--- config.mk ---
export PLATFORM = sky130hd
export DESIGN_NAME = serial_frame_and_line_splitter
export DESIGN_NICKNAME = d
export VERILOG_FILES = /design/src/hdl/sfls_pkg.sv /design/src/hdl/sfls_cfg.sv /design/src/hdl/sfls_core.sv /design/src/hdl/serial_frame_and_line_splitter.sv
export VERILOG_INCLUDE_DIRS = /design/src /design/src/hdl
export SDC_FILE = /design/constraint.sdc
export NUM_CORES = 1
export LEC_CHECK = 0
export BUFFER_PORTS_ARGS = -buffer_cell sky130_fd_sc_hd__buf_2
export CORE_ASPECT_RATIO = 1.2
export CORE_MARGIN = 4
export CORE_UTILIZATION = 52
export DETAILED_ROUTE_END_ITERATION = 7
export PLACE_DENSITY = 0.86
export SLEW_MARGIN = 20
export SYNTH_ARGS = -nofsm -noshare
export SYNTH_HDL_FRONTEND = slang
export SYNTH_SLANG_ARGS = --single-unit
--- constraint.sdc ---
create_clock -name i_clk -period 4 [get_ports i_clk]
set_input_delay 0.8 -clock i_clk [delete_from_list [all_inputs] [get_ports i_clk]]
set_output_delay 0.8 -clock i_clk [all_outputs]
set_load 0.02 [all_outputs]
--- src/hdl/serial_frame_and_line_splitter_assert.svh ---
// Assertion macros shared by the splitter modules
`ifndef SERIAL_FRAME_AND_LINE_SPLITTER_ASSERT_SVH
`define SERIAL_FRAME_AND_LINE_SPLITTER_ASSERT_SVH

// Checked only out of reset
`define SFLS_ASSERT(label, clk, rst_n, prop, msg) \
    label: assert property (@(posedge clk) disable iff (!rst_n) prop) else $error(msg);

// Checked at every edge, reset included
`define SFLS_ASSERT_ALWAYS(label, clk, prop, msg) \
    label: assert property (@(posedge clk) prop) else $error(msg);

`endif

--- src/hdl/sfls_pkg.sv ---
package sfls_pkg;

    // Received byte values
    localparam logic [7:0] BYTE_T   = 8'h54;
    localparam logic [7:0] BYTE_F   = 8'h46;
    localparam logic [7:0] BYTE_VER = 8'h01;
    localparam logic [7:0] BYTE_CR  = 8'h0D;
    localparam logic [7:0] BYTE_LF  = 8'h0A;

    // Result kinds
    localparam logic [1:0] KIND_CHAR      = 2'd0;
    localparam logic [1:0] KIND_LINE_END  = 2'd1;
    localparam logic [1:0] KIND_PAYLOAD   = 2'd2;
    localparam logic [1:0] KIND_FRAME_END = 2'd3;

    // Frame byte positions; payload and check byte from POS_PAYLOAD on
    localparam logic [10:0] POS_IDLE    = 11'd0;
    localparam logic [10:0] POS_HDR_F   = 11'd1;
    localparam logic [10:0] POS_VER     = 11'd2;
    localparam logic [10:0] POS_CMD     = 11'd3;
    localparam logic [10:0] POS_LEN_LO  = 11'd4;
    localparam logic [10:0] POS_LEN_HI  = 11'd5;
    localparam logic [10:0] POS_PAYLOAD = 11'd6;
    localparam logic [10:0] POS_MAX     = 11'd2046;

    // Hard ceiling on the payload length
    localparam logic [10:0] PAYLOAD_CAP = 11'd2040;

    // Register map (word index) and reset values
    localparam logic REG_MAX_PAYLOAD = 1'b0;
    localparam logic REG_MAX_LINE    = 1'b1;
    localparam logic [10:0] MAX_PAYLOAD_RST = 11'd1800;
    localparam logic [7:0]  MAX_LINE_RST    = 8'd159;

    typedef struct packed {
        logic [10:0] max_payload;
        logic [7:0]  max_line;
    } t_cfg;

    typedef struct packed {
        logic        vld;
        logic [1:0]  kind;
        logic [7:0]  data;
        logic [7:0]  command;
        logic [10:0] count;
    } t_result;

endpackage

--- src/hdl/sfls_cfg.sv ---
module sfls_cfg
    import sfls_pkg::*;
(
    input  logic        i_clk,
    input  logic        i_rst_n,
    input  logic        i_psel,
    input  logic        i_penable,
    input  logic        i_pwrite,
    input  logic [2:0]  i_paddr,
    input  logic [31:0] i_pwdata,
    output logic [31:0] o_prdata,
    output t_cfg        o_cfg
);

    logic [10:0] r_max_payload;
    logic [7:0]  r_max_line;
    logic        wr_en;

    // Access phase of a write request; the port never waits
    assign wr_en = i_psel && i_penable && i_pwrite;

    always_ff @(posedge i_clk) begin
        if (!i_rst_n) begin
            r_max_payload <= MAX_PAYLOAD_RST;
            r_max_line    <= MAX_LINE_RST;
        end else if (wr_en) begin
            if (i_paddr[2] == REG_MAX_PAYLOAD) begin
                r_max_payload <= i_pwdata[10:0];
            end else begin
                r_max_line <= i_pwdata[7:0];
            end
        end
    end

    // Read back
    always_comb begin
        if (i_paddr[2] == REG_MAX_LINE) begin
            o_prdata = {24'd0, r_max_line};
        end else begin
            o_prdata = {21'd0, r_max_payload};
        end
    end

    assign o_cfg.max_payload = r_max_payload;
    assign o_cfg.max_line    = r_max_line;

endmodule

--- src/hdl/sfls_core.sv ---
`include "serial_frame_and_line_splitter_assert.svh"

module sfls_core
    import sfls_pkg::*;
(
    input  logic       i_clk,
    input  logic       i_rst_n,
    input  logic       i_en,
    input  logic [7:0] i_byte,
    input  t_cfg       i_cfg,
    output t_result    o_res
);

    logic [10:0] r_pos,  n_pos;
    logic [7:0]  r_shb,  n_shb;
    logic [7:0]  r_cmd,  n_cmd;
    logic [15:0] r_len,  n_len;
    logic [7:0]  r_line, n_line;
    logic [10:0] limit;
    logic [10:0] idx;

    // Byte decode and state update
    always_comb begin
        n_pos  = r_pos;
        n_shb  = r_shb;
        n_cmd  = r_cmd;
        n_len  = r_len;
        n_line = r_line;
        o_res  = '0;
        limit  = (i_cfg.max_payload < PAYLOAD_CAP) ? i_cfg.max_payload : PAYLOAD_CAP;
        idx    = r_pos - POS_PAYLOAD;

        case (r_pos)
            POS_IDLE: begin
                if (i_byte == BYTE_T) begin
                    n_pos = POS_HDR_F;
                end else if (i_byte == BYTE_CR) begin
                    // carriage return dropped
                end else if (i_byte == BYTE_LF) begin
                    o_res.vld   = 1'b1;
                    o_res.kind  = KIND_LINE_END;
                    o_res.count = {3'd0, r_line};
                    n_line      = '0;
                end else if (r_line < i_cfg.max_line) begin
                    o_res.vld   = 1'b1;
                    o_res.kind  = KIND_CHAR;
                    o_res.data  = i_byte;
                    o_res.count = {3'd0, r_line};
                    n_line      = r_line + 8'd1;
                end
            end
            POS_HDR_F: begin
                n_shb = i_byte;
                n_pos = POS_VER;
            end
            POS_VER: begin
                // bad marker or version: drop the frame, keep the line
                if (r_shb != BYTE_F || i_byte != BYTE_VER) begin
                    n_pos = POS_IDLE;
                end else begin
                    n_pos = POS_CMD;
                end
            end
            POS_CMD: begin
                n_cmd = i_byte;
                n_pos = POS_LEN_LO;
            end
            POS_LEN_LO: begin
                n_len = {8'd0, i_byte};
                n_pos = POS_LEN_HI;
            end
            POS_LEN_HI: begin
                n_len = {i_byte, r_len[7:0]};
                n_pos = POS_PAYLOAD;
            end
            default: begin
                if (r_pos == POS_PAYLOAD && r_len > {5'd0, limit}) begin
                    // oversize frame dropped on its first payload byte
                    n_pos = POS_IDLE;
                end else if ({5'd0, idx} < r_len) begin
                    o_res.vld     = 1'b1;
                    o_res.kind    = KIND_PAYLOAD;
                    o_res.data    = i_byte;
                    o_res.command = r_cmd;
                    o_res.count   = idx;
                    n_pos         = r_pos + 11'd1;
                end else begin
                    // check byte, passed on unverified
                    o_res.vld     = 1'b1;
                    o_res.kind    = KIND_FRAME_END;
                    o_res.data    = i_byte;
                    o_res.command = r_cmd;
                    o_res.count   = r_len[10:0];
                    n_pos         = POS_IDLE;
                end
            end
        endcase
    end

    always_ff @(posedge i_clk) begin
        if (!i_rst_n) begin
            r_pos  <= POS_IDLE;
            r_shb  <= '0;
            r_cmd  <= '0;
            r_len  <= '0;
            r_line <= '0;
        end else if (i_en) begin
            r_pos  <= n_pos;
            r_shb  <= n_shb;
            r_cmd  <= n_cmd;
            r_len  <= n_len;
            r_line <= n_line;
        end
    end

    `SFLS_ASSERT(a_pos_bound, i_clk, i_rst_n, (r_pos <= POS_MAX), "frame position out of range")
    `SFLS_ASSERT(a_len_checked, i_clk, i_rst_n, (r_pos > POS_PAYLOAD |-> r_len <= {5'd0, PAYLOAD_CAP}), "payload under way with oversize length")
    `SFLS_ASSERT(a_line_limit, i_clk, i_rst_n, (i_en && o_res.vld && o_res.kind == KIND_CHAR |-> o_res.count < {3'd0, i_cfg.max_line}), "line character past line limit")

endmodule

--- src/hdl/serial_frame_and_line_splitter.sv ---
// Serial frame and line splitter. Takes one received byte per request and splits
// the stream into text lines (characters, then a line end with its length; CR is
// dropped, characters past max_line are dropped) and binary frames starting 'T','F',
// 0x01, command, 16-bit little-endian length, payload, check byte. Frames with a bad
// header are dropped at their third byte, oversize ones at their seventh. Payload
// bytes come out with their index; the frame end carries the length and the check
// byte, which is not verified. One byte is accepted every cycle while the input side
// is not stalled; each byte passes an input register and then a result register. A
// stall on the result side holds the result register and then the input register;
// the input side stalls only when both are full.
`include "serial_frame_and_line_splitter_assert.svh"

module serial_frame_and_line_splitter
    import sfls_pkg::*;
(
    input  logic        i_clk,
    input  logic        i_rst_n,
    // byte input
    input  logic        i_valid,
    output logic        o_stall,
    input  logic [7:0]  i_rx_byte,
    // result output
    output logic        o_valid,
    input  logic        i_stall,
    output logic [1:0]  o_kind,
    output logic [7:0]  o_data,
    output logic [7:0]  o_command,
    output logic [10:0] o_count,
    // configuration
    input  logic        psel,
    input  logic        penable,
    input  logic        pwrite,
    input  logic [2:0]  paddr,
    input  logic [31:0] pwdata,
    output logic [31:0] prdata,
    output logic        pready
);

    logic        r_in_vld;
    logic [7:0]  r_in_byte;
    logic        r_out_vld;
    t_result     r_out;
    logic        out_free;
    logic        step;
    t_cfg        cfg;
    t_result     res;

    assign pready = 1'b1;

    sfls_cfg u_cfg (
        .i_clk     (i_clk),
        .i_rst_n   (i_rst_n),
        .i_psel    (psel),
        .i_penable (penable),
        .i_pwrite  (pwrite),
        .i_paddr   (paddr),
        .i_pwdata  (pwdata),
        .o_prdata  (prdata),
        .o_cfg     (cfg)
    );

    // Flow control: the input stage moves whenever the result register can load
    assign out_free = !r_out_vld || !i_stall;
    assign step     = r_in_vld && out_free;
    assign o_stall  = r_in_vld && !out_free;

    // Input register: loads when empty or draining this cycle
    always_ff @(posedge i_clk) begin
        if (!i_rst_n) begin
            r_in_vld <= 1'b0;
        end else if (!o_stall) begin
            r_in_vld <= i_valid;
        end
    end

    always_ff @(posedge i_clk) begin
        if (!o_stall) begin
            r_in_byte <= i_rx_byte;
        end
    end

    sfls_core u_core (
        .i_clk   (i_clk),
        .i_rst_n (i_rst_n),
        .i_en    (step),
        .i_byte  (r_in_byte),
        .i_cfg   (cfg),
        .o_res   (res)
    );

    // Result register
    always_ff @(posedge i_clk) begin
        if (!i_rst_n) begin
            r_out_vld <= 1'b0;
        end else if (out_free) begin
            r_out_vld <= step && res.vld;
        end
    end

    always_ff @(posedge i_clk) begin
        if (out_free) begin
            r_out <= res;
        end
    end

    assign o_valid   = r_out_vld;
    assign o_kind    = r_out.kind;
    assign o_data    = r_out.data;
    assign o_command = r_out.command;
    assign o_count   = r_out.count;

    `SFLS_ASSERT_ALWAYS(a_rst_empty, i_clk, (!i_rst_n |=> !o_valid && !o_stall), "pipeline not empty after reset")
    `SFLS_ASSERT(a_stall_cause, i_clk, i_rst_n, (o_stall |-> r_in_vld && o_valid && i_stall), "input stalled without a blocked result")
    `SFLS_ASSERT(a_line_end_clean, i_clk, i_rst_n, (o_valid && o_kind == KIND_LINE_END |-> o_data == 8'd0 && o_command == 8'd0), "line end carries data")

endmodule
# ---- Yosys cells after proc, flatten, opt, wreduce, memory -nomap -nowiden
# Index checks and enable logic that the tools add are counted.
dict set report totals {
  word_cells 85
  out_inout_bits 64
  reg_bits 109
  inputBits 50
}
dict set report op_classes {
  add_sub_neg 3
  reduce_logical 24
  magnitude_cmp 4
  eq_ne 12
  bitwise_logic 4
  mux 23
}
# cell count
set ops {}
lappend ops {{2-to-1 mux 11 bit} 11}
lappend ops {{case mux 11 bit (6 select lines)} 1}
lappend ops {{case mux 11 bit (2 select lines)} 2}
lappend ops {{equality test 11 x 3 -> 1 bit (second input constant)} 3}
lappend ops {{2-to-1 mux 8 bit} 4}
lappend ops {{case mux 16 bit (2 select lines)} 1}
lappend ops {{2-to-1 mux 30 bit} 1}
lappend ops {{2-to-1 mux 28 bit} 1}
lappend ops {{equality test 11 x 2 -> 1 bit (second input constant)} 2}
lappend ops {{equality test 8 x 4 -> 1 bit (second input constant)} 2}
lappend ops {{greater-than comparator 16 x 11 -> 1 bit} 1}
lappend ops {{less-than comparator 11 x 16 -> 1 bit} 1}
lappend ops {{AND reduction 2 bit} 6}
lappend ops {{adder 11 x 1 -> 11 bit (second input constant)} 1}
lappend ops {{equality test 11 x 1 -> 1 bit (second input constant)} 1}
lappend ops {{zero test 11 bit} 1}
lappend ops {{less-than comparator 11 bit (second input constant)} 1}
lappend ops {{subtractor 11 x 3 -> 11 bit (second input constant)} 1}
lappend ops {{adder 8 x 1 -> 8 bit (second input constant)} 1}
lappend ops {{equality test 8 x 7 -> 1 bit (second input constant)} 1}
lappend ops {{less-than comparator 8 bit} 1}
lappend ops {{!= test 8 x 1 -> 1 bit (second input constant)} 1}
lappend ops {{!= test 8 x 7 -> 1 bit (second input constant)} 1}
lappend ops {{OR reduction 7 bit} 1}
lappend ops {{other kinds (11)} 23}

# ---- Depth between registers and ports, before layout
# Gate-level depths: netlist of run 1.
dict set report depth {
  ltp_word 7
  ltp_mapped 13
  ltp_nobuf 11
}

# ---- Cells and area by module
# A second synthesis of run 1 with hierarchy kept.
dict set report unflattened {
  hier_cells 623
  area_unflattened_um2 6024.5
}
# mod n_inst area_each_um2 seq_area_each_um2 cells_per_inst
set modules_own_cells {}
lappend modules_own_cells {sfls_core 1 3724.8 1021.0 460}
lappend modules_own_cells {serial_frame_and_line_splitter 1 1206.2 1151.1 48}
lappend modules_own_cells {sfls_cfg 1 1093.5 380.4 115}

# ---- Worst setup path before layout of run 1
# OpenSTA, ideal clock, no wires.
dict set report synth_timing {
  kind {register to register}
  from {reg u_core.r_pos[4]}
  to {reg r_out (netlist bit o_count[3]) (data pin)}
  n_path_buf 2
  setup_slack_ns 0.519
  stages_incl_launch_ff 14
  arrival_time_ns 3.212
  setup_time_ns 0.269
  t_required_ns 3.731
  period_less_slack_ns 3.481
  path_cell_list {dfxtp_1 buf_6 or4_4 or3_1 nor2_1 xor2_1 ha_1 a21o_1 a21oi_1 o211ai_1 nand2_1 clkbuf_1 mux2i_1 o22ai_1}
}
# element line
set synth_lines {}
lappend synth_lines {{start, declared} sfls_core.sv:14} ;# logic [10:0] r_pos, n_pos;
lappend synth_lines {{start signal, assigned} sfls_core.sv:108} ;# r_pos <= n_pos;
lappend synth_lines {{end signal, assigned} serial_frame_and_line_splitter.sv:102} ;# r_out <= res;
lappend synth_lines {{end, declared} serial_frame_and_line_splitter.sv:42} ;# t_result r_out;

==> results of run 1 <==
[state kept, by name (all words and copies together), names as in the netlist]
name	count
o_command	8
o_count	11
o_data	8
o_kind	2
o_valid	1
r_in_byte	8
r_in_vld	1
u_cfg.r_max_line	8
u_cfg.r_max_payload	11
u_core.r_cmd	8
u_core.r_len	16
u_core.r_line	8
u_core.r_pos	11
u_core.r_shb	8
[where the power goes]
part           total, mW  leakage, nW  internal (mW)  switching (mW)
clock              0.869        0.143          0.479           0.390
combinational      0.155         1.42         0.0458           0.109
sequential          1.19         1.00           1.17          0.0236
total               2.22         2.56           1.70           0.523
[worst max-delay path by stage]
stage,end,cells after the start,slack (ns)
final,o_count[4]$_DFFE_PN_,12,0.26
after global routing,o_count[3]$_DFFE_PN_,12,0.06
after floorplan,o_count[3]$_DFFE_PN_,13,0.52
after CTS,o_count[3]$_DFFE_PN_,12,0.32
after detailed placement,o_count[4]$_DFFE_PN_,12,0.38
after global placement,o_count[7]$_DFFE_PN_,12,0.46
[final cells by class]
| type | count | area [sq um] | share of cell area [%] |
|---|---|---|---|
| well taps | 129 | 161.4 | 2.560 |
| repair buffers | 73 | 390.4 | 6.190 |
| clock buffers | 10 | 229.0 | 3.631 |
| inverters | 38 | 142.6 | 2.262 |
| clock inverters | 6 | 53.80 | 0.8532 |
| multi-input cells | 447 | 2776 | 44.03 |
| flip-flops and latches | 109 | 2552 | 40.48 |
[metal layers]
layer | up-vias | track usage [%] | part of all wire (%)
met1 | 2261 | 27.93 | 41
met2 | 220 | 36.36 | 49
li1 | 2276 | - | -
met4 | 0 | 10.20 | 3.1
met5 | - | 0 | 0
met3 | 38 | 3.070 | 7.1
[layout by cell type (no fill, tap or decap), types with 4 or more instances in the layout]
cell	Yosys	layout
buf_4	22	4
or3_1	4	4
mux2i_1	19	19
nor3_1	12	12
a22oi_1	9	9
nand3_1	18	18
a21oi_1	46	46
xnor2_1	6	6
clkbuf_16	0	9
nand2_1	88	88
o211ai_1	12	12
inv_1	38	38
nor2_1	39	39
dfxtp_1	72	72
and3_1	11	11
nor2b_1	9	9
a211oi_1	5	5
o31ai_1	5	5
nand4_1	15	15
buf_2	1	68
clkinv_2	0	4
o21ai_0	24	24
a21o_1	5	5
edfxtp_1	37	37
conb_1	2	22
ha_1	34	34
xor2_1	10	10
or4_1	6	6
[logic make-up (layout without fill, tap and decap cells)]
kind of cell               Yosys count  in the layout  share of synthesized area (%)
AOI/OAI and AO/OA                  128            128                          14.16
xor gates and xnor gates            16             16                          2.466
adders and majority gates           34             34                          7.486
buffers and inverters               88            127                          7.552
DFF                                109            109                          44.91
muxes                               22             22                          3.941
other                                2             22                         0.1321
and+or+nand+nor                    225            225                          19.35
[metrics by stage]
step	cells	power [mW]	hold slack, ns
CTS	812	2.223	0.4561
global placement	796	1.367	0.4358
global route	812	2.280	0.4703
floorplan	644	1.330	0.4267
finish	812	2.218	0.4547
detailed placement	796	1.372	0.4462
[worst min-delay path, stage by stage, from the launching register on]
cell	delay [ns]
dfxtp_1	0.30
nand2_1	0.05
a21oi_1	0.05
==> flow_summary.ini, run 1 <==
[run_status]
status = finished clean

[sta]
worst_slack_ns = 0.2612
finalSetupViolCount = 0
skew_ns = 0.006108
tightest_slew_ns = 0.8980
min_period_ns = 3.739
max_slew_margin_pct = 39.91
rsz0062_at_grt = no
setup_tns_ns = 0
max_freq_ghz = 0.2675
maxSlewViolCount = 0
hold_viol = 0
fin_crit_sh_pct = 93.47

[setup_path]
cp_slowest_stage_delay_ns = 0.64
cp_slowest_cell = or4_4
end_kind = register
arrival_ns = 3.80
crit_chain = or4_4, or3_1, nor2_1, xor2_1, ha_1, a21o_1, a21oi_1, o211ai_1, nand2_1, buf_12, mux2i_1, o21ai_0
reg2reg_slack_ns = 0.26
reg2reg_depth = 12
r2r_end = o_count[4]$_DFFE_PN_
path_max_fanout = 12
critPathTopFamily = simple AND/OR/NAND/NOR gates
startpoint = u_core.r_pos[3]$_SDFFE_PN0P_
path_class = register to register
cp_data_required_time_ns = 4.07
regToRegStartpoint = u_core.r_pos[3]$_SDFFE_PN0P_
critPathLaunchType = register
path_buf_inv = 1

[floorplan]
die_w_um = 103.4
design.die.area_sq_mm = 0.01267
die_h_um = 122.5
num_rows = 41
ios = 114
coreArea_sq_mm = 0.01062
start_util_pct = 53.52

[layout]
syn2layout_area_growth_pct = 10.96
antenna_cells = 0
final_nets = 762
final_area_sq_mm = 0.006306
drive_gt1_share_pct = 14.35
final_util_pct = 59.38
fillers = 862

[synthesis]
synth_edf_count = 37
synth_top_area_cell = dfxtp_1
yosysMostFrequentCell = nand2_1
ys_warn_count = 0
synth.area.top_cells = dfxtp_1 (25%), edfxtp_1 (20%), ha_1 (7.5%), nand2_1 (5.8%), a21oi_1 (4.1%)
yosys-top-cells-count = nand2_1 (88), dfxtp_1 (72), a21oi_1 (46), nor2_1 (39), inv_1 (38)
seq_area_frac_synth_pct = 44.91
netlist_instances = 624
synth_flop_cell = dfxtp_1
synth.distinct_cells = 55
ys_ff_latch = 109
async_flop_share_pct = 0
syn-cell-area_sq_mm = 0.005683
syn_area_per_cell_sq_um = 9.107
synth_top_area_share_pct = 25.36

[cts]
cts_hold_buf = 0
cts_max_level = 3
postCtsSetupBuffers = 0
insertion_delay_ns = 0.35
cts-buffers-inserted = 9
ctsResizeCount = 0
clock-sinks = 109
cts_tree = yes
clockRootBuffer = clkbuf_16
cts_buffer_depth = 2
path_clk_slew_ns = 0.07

[route]
first_pass_iters = 5
drtIter0Drc = 412
routed_wirelength_um = 13600
antenna_left = 0
via_per_inst = 5.905
dr_total_vias = 4795
wire_per_inst_um = 16.75
drc = 0

[grt]
grt_max_degree = 37
grt_pass1_vias = 4590
grt_antenna_before_repair = 0
grt_pass1_wl_um = 22020
grt_usage_pct = 21.93
overflow = 0

[pwr]
p_per_area_mw_per_mm2 = 351.8
max-vdd-ir-drop_mv = 0.1725
p_leak_nw = 2.565

[placement]
io_buffers = 68
dpl_cell_area_sq_mm = 0.006023
dp_slack_ns = 0.3772
finalWeightedCongestion = 0.9173
dp_hpwl_um = 9995

[hold_path]
hold_start = u_core.r_shb[3]$_SDFFE_PN0P_
hold_path.class = register to register
worstHoldEndpoint = u_core.r_shb[3]$_SDFFE_PN0P_
hold_path_depth = 2

[job]
cap_violations = 0
(Power assumes the default switching activity.)
==> run 2: changes to the inputs <==
Settings changed: CORE_UTILIZATION 52 to 50, GPL_ROUTABILITY_DRIVEN set to 1, REMOVE_ABC_BUFFERS set to 1.
Clock period 4 ns to 3.3 ns, I/O delays scaled along.
==> flow_summary.ini, run 2 (same netlist as run 1, synthesis figures left out) <==
[layout]
largest_reg_flops = 16
drive_gt1_share_pct = 17.70
antenna_cells = 0
final_cell_mix = nand2_1 (86), dfxtp_1 (71), buf_2 (68)
syn2layout_area_growth_pct = 15.08
regMostFlops = u_core.r_len
final_common_cell = nand2_1
final_nets = 774

[cts]
cts_hold_buf = 0
cts_buffer_depth = 2
insertion_delay_ns = 0.35
cts_max_level = 3
clockRootBuffer = clkbuf_16
cts_tree = yes
clock-sinks = 109
path_clk_slew_ns = 0.07
cts-buffers-inserted = 9

[route]
first_pass_iters = 5
dr_total_vias = 4969
routed_wirelength_um = 14370
drtIter0Drc = 423
drc = 0
wire_per_inst_um = 16.92
antenna_left = 0
via_per_inst = 5.853

[hold_path]
hold_path_depth = 2
hold_path.class = register to register
hold_start = u_core.r_shb[5]$_SDFFE_PN0P_
worstHoldEndpoint = u_core.r_shb[5]$_SDFFE_PN0P_

[run_status]
status = finished clean

[setup_path]
path_max_fanout = 9
critPathLaunchType = register
arrival_ns = 3.24
crit_chain = or4_4, or3_1, nor2_2, xor2_2, ha_1, a21o_1, a21oi_2, o211ai_1, nand2_2, buf_12, mux2i_2, o21ai_0
cp_slowest_cell = or4_4
cp_data_required_time_ns = 3.38
r2r_end = o_count[5]$_DFFE_PN_
path_class = register to register
cp_slowest_stage_delay_ns = 0.53
end_kind = register
reg2reg_depth = 12
regToRegStartpoint = u_core.r_pos[3]$_SDFFE_PN0P_
reg2reg_slack_ns = 0.14

[grt]
overflow = 0
grt_antenna_before_repair = 0
grt_usage_pct = 21.47
grt_max_degree = 41
grt_pass1_wl_um = 23530
grt_pass1_vias = 4969

[floorplan]
design.die.area_sq_mm = 0.01314
die_h_um = 124.8
num_rows = 42
start_util_pct = 51.25
die_w_um = 105.3
coreArea_sq_mm = 0.01109
ios = 114

[sta]
finalSetupViolCount = 0
hold_viol = 0
max_slew_margin_pct = 40.60
max_freq_ghz = 0.3166
min_period_ns = 3.158
skew_ns = 0.009272
maxSlewViolCount = 0
worst_slack_ns = 0.1417
fin_crit_sh_pct = 95.71
tightest_slew_ns = 0.8878

[pwr]
p_per_area_mw_per_mm2 = 426.8
power_mw = 2.791
max-vdd-ir-drop_mv = 0.2278
p_leak_nw = 2.649

[placement]
dp_slack_ns = -0.0001845
io_buffers = 68
dp_hpwl_um = 10400
finalWeightedCongestion = 0.9388

[job]
cap_violations = 0
-- run 2: cell type report --
cell class | count | area (sq um)
multi-input combinational | 447 | 2830
sequential | 109 | 2554
inverter | 38 | 142.6
clock inverter | 7 | 97.59
timing repair buffer | 85 | 498.0
clock buffer | 9 | 225.2
fill | 890 | 4548
tap | 154 | 192.7
-- run 2: per-layer routing --
metal / vias to the layer above / GRT usage [%] / wire length [um]
li1: 2308 / - / -
met1: 2358 / 24.99 / 5482
met2: 238 / 37.12 / 7312
met3: 65 / 4.199 / 1004
met4: 0 / 10.97 / 568
met5: - / 0 / 0
-- run 2: power by group --
part / switching, mW / leakage, nW / internal, mW
logic: 0.138 / 1.49 / 0.0574
clock network: 0.486 / 0.154 / 0.668
registers: 0.0248 / 1.00 / 1.42
-- run 2: how the worst max path moves through the flow --
stage                                        start                            end  slack, ns  depth (start not counted)
6_report              u_core.r_pos[3]$_SDFFE_PN0P_           o_count[5]$_DFFE_PN_       0.14                         12
5_1_grt               u_core.r_pos[3]$_SDFFE_PN0P_           o_count[4]$_DFFE_PN_     -0.004                         12
4_1_cts               u_core.r_pos[5]$_SDFFE_PN0P_           o_count[5]$_DFFE_PN_       0.04                         12
3_5_place_dp          u_core.r_pos[5]$_SDFFE_PN0P_   u_core.r_pos[7]$_SDFFE_PN0P_    -0.0002                         12
3_3_place_gp          u_core.r_pos[5]$_SDFFE_PN0P_  u_core.r_pos[10]$_SDFFE_PN0P_       0.21                         12
2_1_floorplan  u_cfg.r_max_payload[4]$_SDFFE_PN0P_           o_count[0]$_DFFE_PN_      -0.16                         11
-- run 2: stage by stage --
| step | std cells | utilization, % | TNS (ns) | area, sq um | hold WS, ns |
|---|---|---|---|---|---|
| 6_report | 849 | 58.98 | 0 | 6540 | 0.4549 |
| 5_1_grt | 849 | 58.98 | -0.003540 | 6540 | 0.4755 |
| 4_1_cts | 845 | 58.10 | 0 | 6442 | 0.4534 |
| 3_5_place_dp | 829 | 55.15 | -0.0001845 | 6115 | 0.4436 |
| 3_3_place_gp | 829 | 55.15 | 0 | 6115 | 0.4381 |
| 2_1_floorplan | 594 | - | -2.609 | 5472 | 0.4267 |
-- run 2: critical path, delay by kind of cell, from the launching register on --
kind	cells	cell delay (ns)
simple gates	4	1.21
fa+ha+maj	1	0.27
compound gates	4	0.55
flops	1	0.31
mux	1	0.21
buf+inv	1	0.16
xor+xnor	1	0.17
-- run 2: what timing repair did --
action,CTS,global route
setup buffers,0,3
resized for setup,1,12
setup endpoints to repair,1,17
pin swaps,0,2
cloned,0,1
==> run 3: changes to the inputs <==
Settings changed: MAX_ROUTING_LAYER set to met4.
==> flow_summary.ini, run 3 (same netlist as run 1, synthesis figures left out) <==
[sta]
fin_crit_sh_pct = 97.44
min_period_ns = 3.216
hold_ws_ns = 0.4535
maxSlewViolCount = 0
finalSetupViolCount = 0
max_slew_margin_pct = 36.12
max_freq_ghz = 0.3110
skew_ns = 0.004993
tightest_slew_ns = 0.9547
hold_viol = 0

[setup_path]
arrival_ns = 3.31
cp_data_required_time_ns = 3.39
crit_chain = or4_4, or3_1, nor2_2, xor2_1, ha_1, a21o_1, a21oi_1, o211ai_1, nand2_1, buf_12, mux2i_2, o22ai_1
critPathTopFamily = simple AND/OR/NAND/NOR gates
path_buf_inv = 1
path_class = register to register
cp_slowest_stage_delay_ns = 0.49
end_kind = register
path_max_fanout = 16
critPathLaunchType = register
reg2reg_slack_ns = 0.08
cp_slowest_cell = or4_4

[floorplan]
num_rows = 42
coreArea_sq_mm = 0.01109
start_util_pct = 51.25
die_w_um = 105.3
die_h_um = 124.8
design.die.area_sq_mm = 0.01314
ios = 114

[placement]
finalWeightedCongestion = 0.9607
dp_hpwl_um = 10420
io_buffers = 68

[layout]
drive_gt1_share_pct = 16.74
antenna_cells = 0
syn2layout_area_growth_pct = 14.05
final_common_cell = nand2_1
largest_reg_flops = 16
final_nets = 772
final_cell_mix = nand2_1 (87), dfxtp_1 (72), buf_2 (68)
regMostFlops = u_core.r_len

[route]
drc = 0
wire_per_inst_um = 16.67
antenna_left = 0
drtIter0Drc = 498
dr_total_vias = 4874
via_per_inst = 5.754
first_pass_iters = 6
routed_wirelength_um = 14120

[cts]
insertion_delay_ns = 0.35
path_clk_slew_ns = 0.07
cts-buffers-inserted = 9
cts_hold_buf = 0
cts_tree = yes
clock-sinks = 109
clockRootBuffer = clkbuf_16
cts_max_level = 3
cts_buffer_depth = 2

[grt]
grt_pass1_vias = 4893
overflow = 0
grt_pass1_wl_um = 22740
grt_usage_pct = 21.65
grt_max_degree = 41
grt_antenna_before_repair = 0

[pwr]
p_leak_nw = 2.627
power_mw = 2.773
p_per_area_mw_per_mm2 = 427.8
max-vdd-ir-drop_mv = 0.2014

[hold_path]
hold_path.class = register to register

[run_status]
status = finished clean

[job]
cap_violations = 0
[run 3: worst register-to-register path, cell delays in order (launching register included)]
cell and delay (ns):
dfxtp_1 0.36, or4_4 0.50, or3_1 0.37, nor2_2 0.12
xor2_1 0.23, ha_1 0.28, a21o_1 0.16, a21oi_1 0.18
o211ai_1 0.11, nand2_1 0.11, buf_12 0.18, mux2i_2 0.25
o22ai_1 0.11
[run 3: what timing repair did]
action | 4_1_cts | 5_1_grt
setup endpoints to repair | 0 | 13
gates resized for setup | 0 | 8
setup buffers | 0 | 3
[run 3: layout make-up]
class / instances / area, sq um
Clock buffer: 10 / 229.0
Clock inverter: 6 / 86.33
Fill cell: 942 / 4607
Inverter: 38 / 142.6
Multi-Input combinational cell: 447 / 2813
Sequential cell: 109 / 2552
Tap cell: 154 / 192.7
Timing Repair Buffer: 83 / 465.4
[run 3: per-layer routing]
| metal | part of all wire, % | wire, um | vias to the layer above | global-route usage, % |
|---|---|---|---|---|
| met5 | 0 | 0 | - | - |
| met1 | 38 | 5420 | 2308 | 24.26 |
| met2 | 52 | 7285 | 216 | 36.49 |
| met3 | 6.7 | 941 | 48 | 3.836 |
| met4 | 3.3 | 473 | 0 | 11.58 |
| li1 | - | - | 2302 | - |
[run 3: path summary, 6_finish.rpt]
| check | from | end | cells after the start |
|---|---|---|---|
| setup / recovery | u_core.r_pos[5]$_SDFFE_PN0P_ | o_count[3]$_DFFE_PN_ | 12 |
| hold / removal | u_core.r_shb[1]$_SDFFE_PN0P_ | u_core.r_shb[1]$_SDFFE_PN0P_ | 2 |
| setup reg to reg | u_core.r_pos[5]$_SDFFE_PN0P_ | o_count[3]$_DFFE_PN_ | 12 |
| hold reg to reg | u_core.r_shb[1]$_SDFFE_PN0P_ | u_core.r_shb[1]$_SDFFE_PN0P_ | 2 |
[run 3: metrics by stage]
stage | std cells | setup TNS, ns | worst slack, ns | area (sq um) | util (%)
after detailed placement | 828 | 0 | 0.03864 | 6107 | 55.08
after floorplan | 594 | -2.609 | -0.1570 | 5472 | -
final | 847 | 0 | 0.08448 | 6481 | 58.45
after global routing | 847 | -0.1044 | -0.04243 | 6481 | 58.45
after global placement | 828 | 0 | 0.2062 | 6107 | 55.08
after CTS | 844 | 0 | 0.04588 | 6422 | 57.92
[run 3: power breakdown]
group | leakage [nW] | switching (mW) | total (mW) | internal, mW
sequential | 1.00 | 0.0268 | 1.45 | 1.42
clock | 0.149 | 0.473 | 1.14 | 0.664
combinational | 1.48 | 0.134 | 0.190 | 0.0564
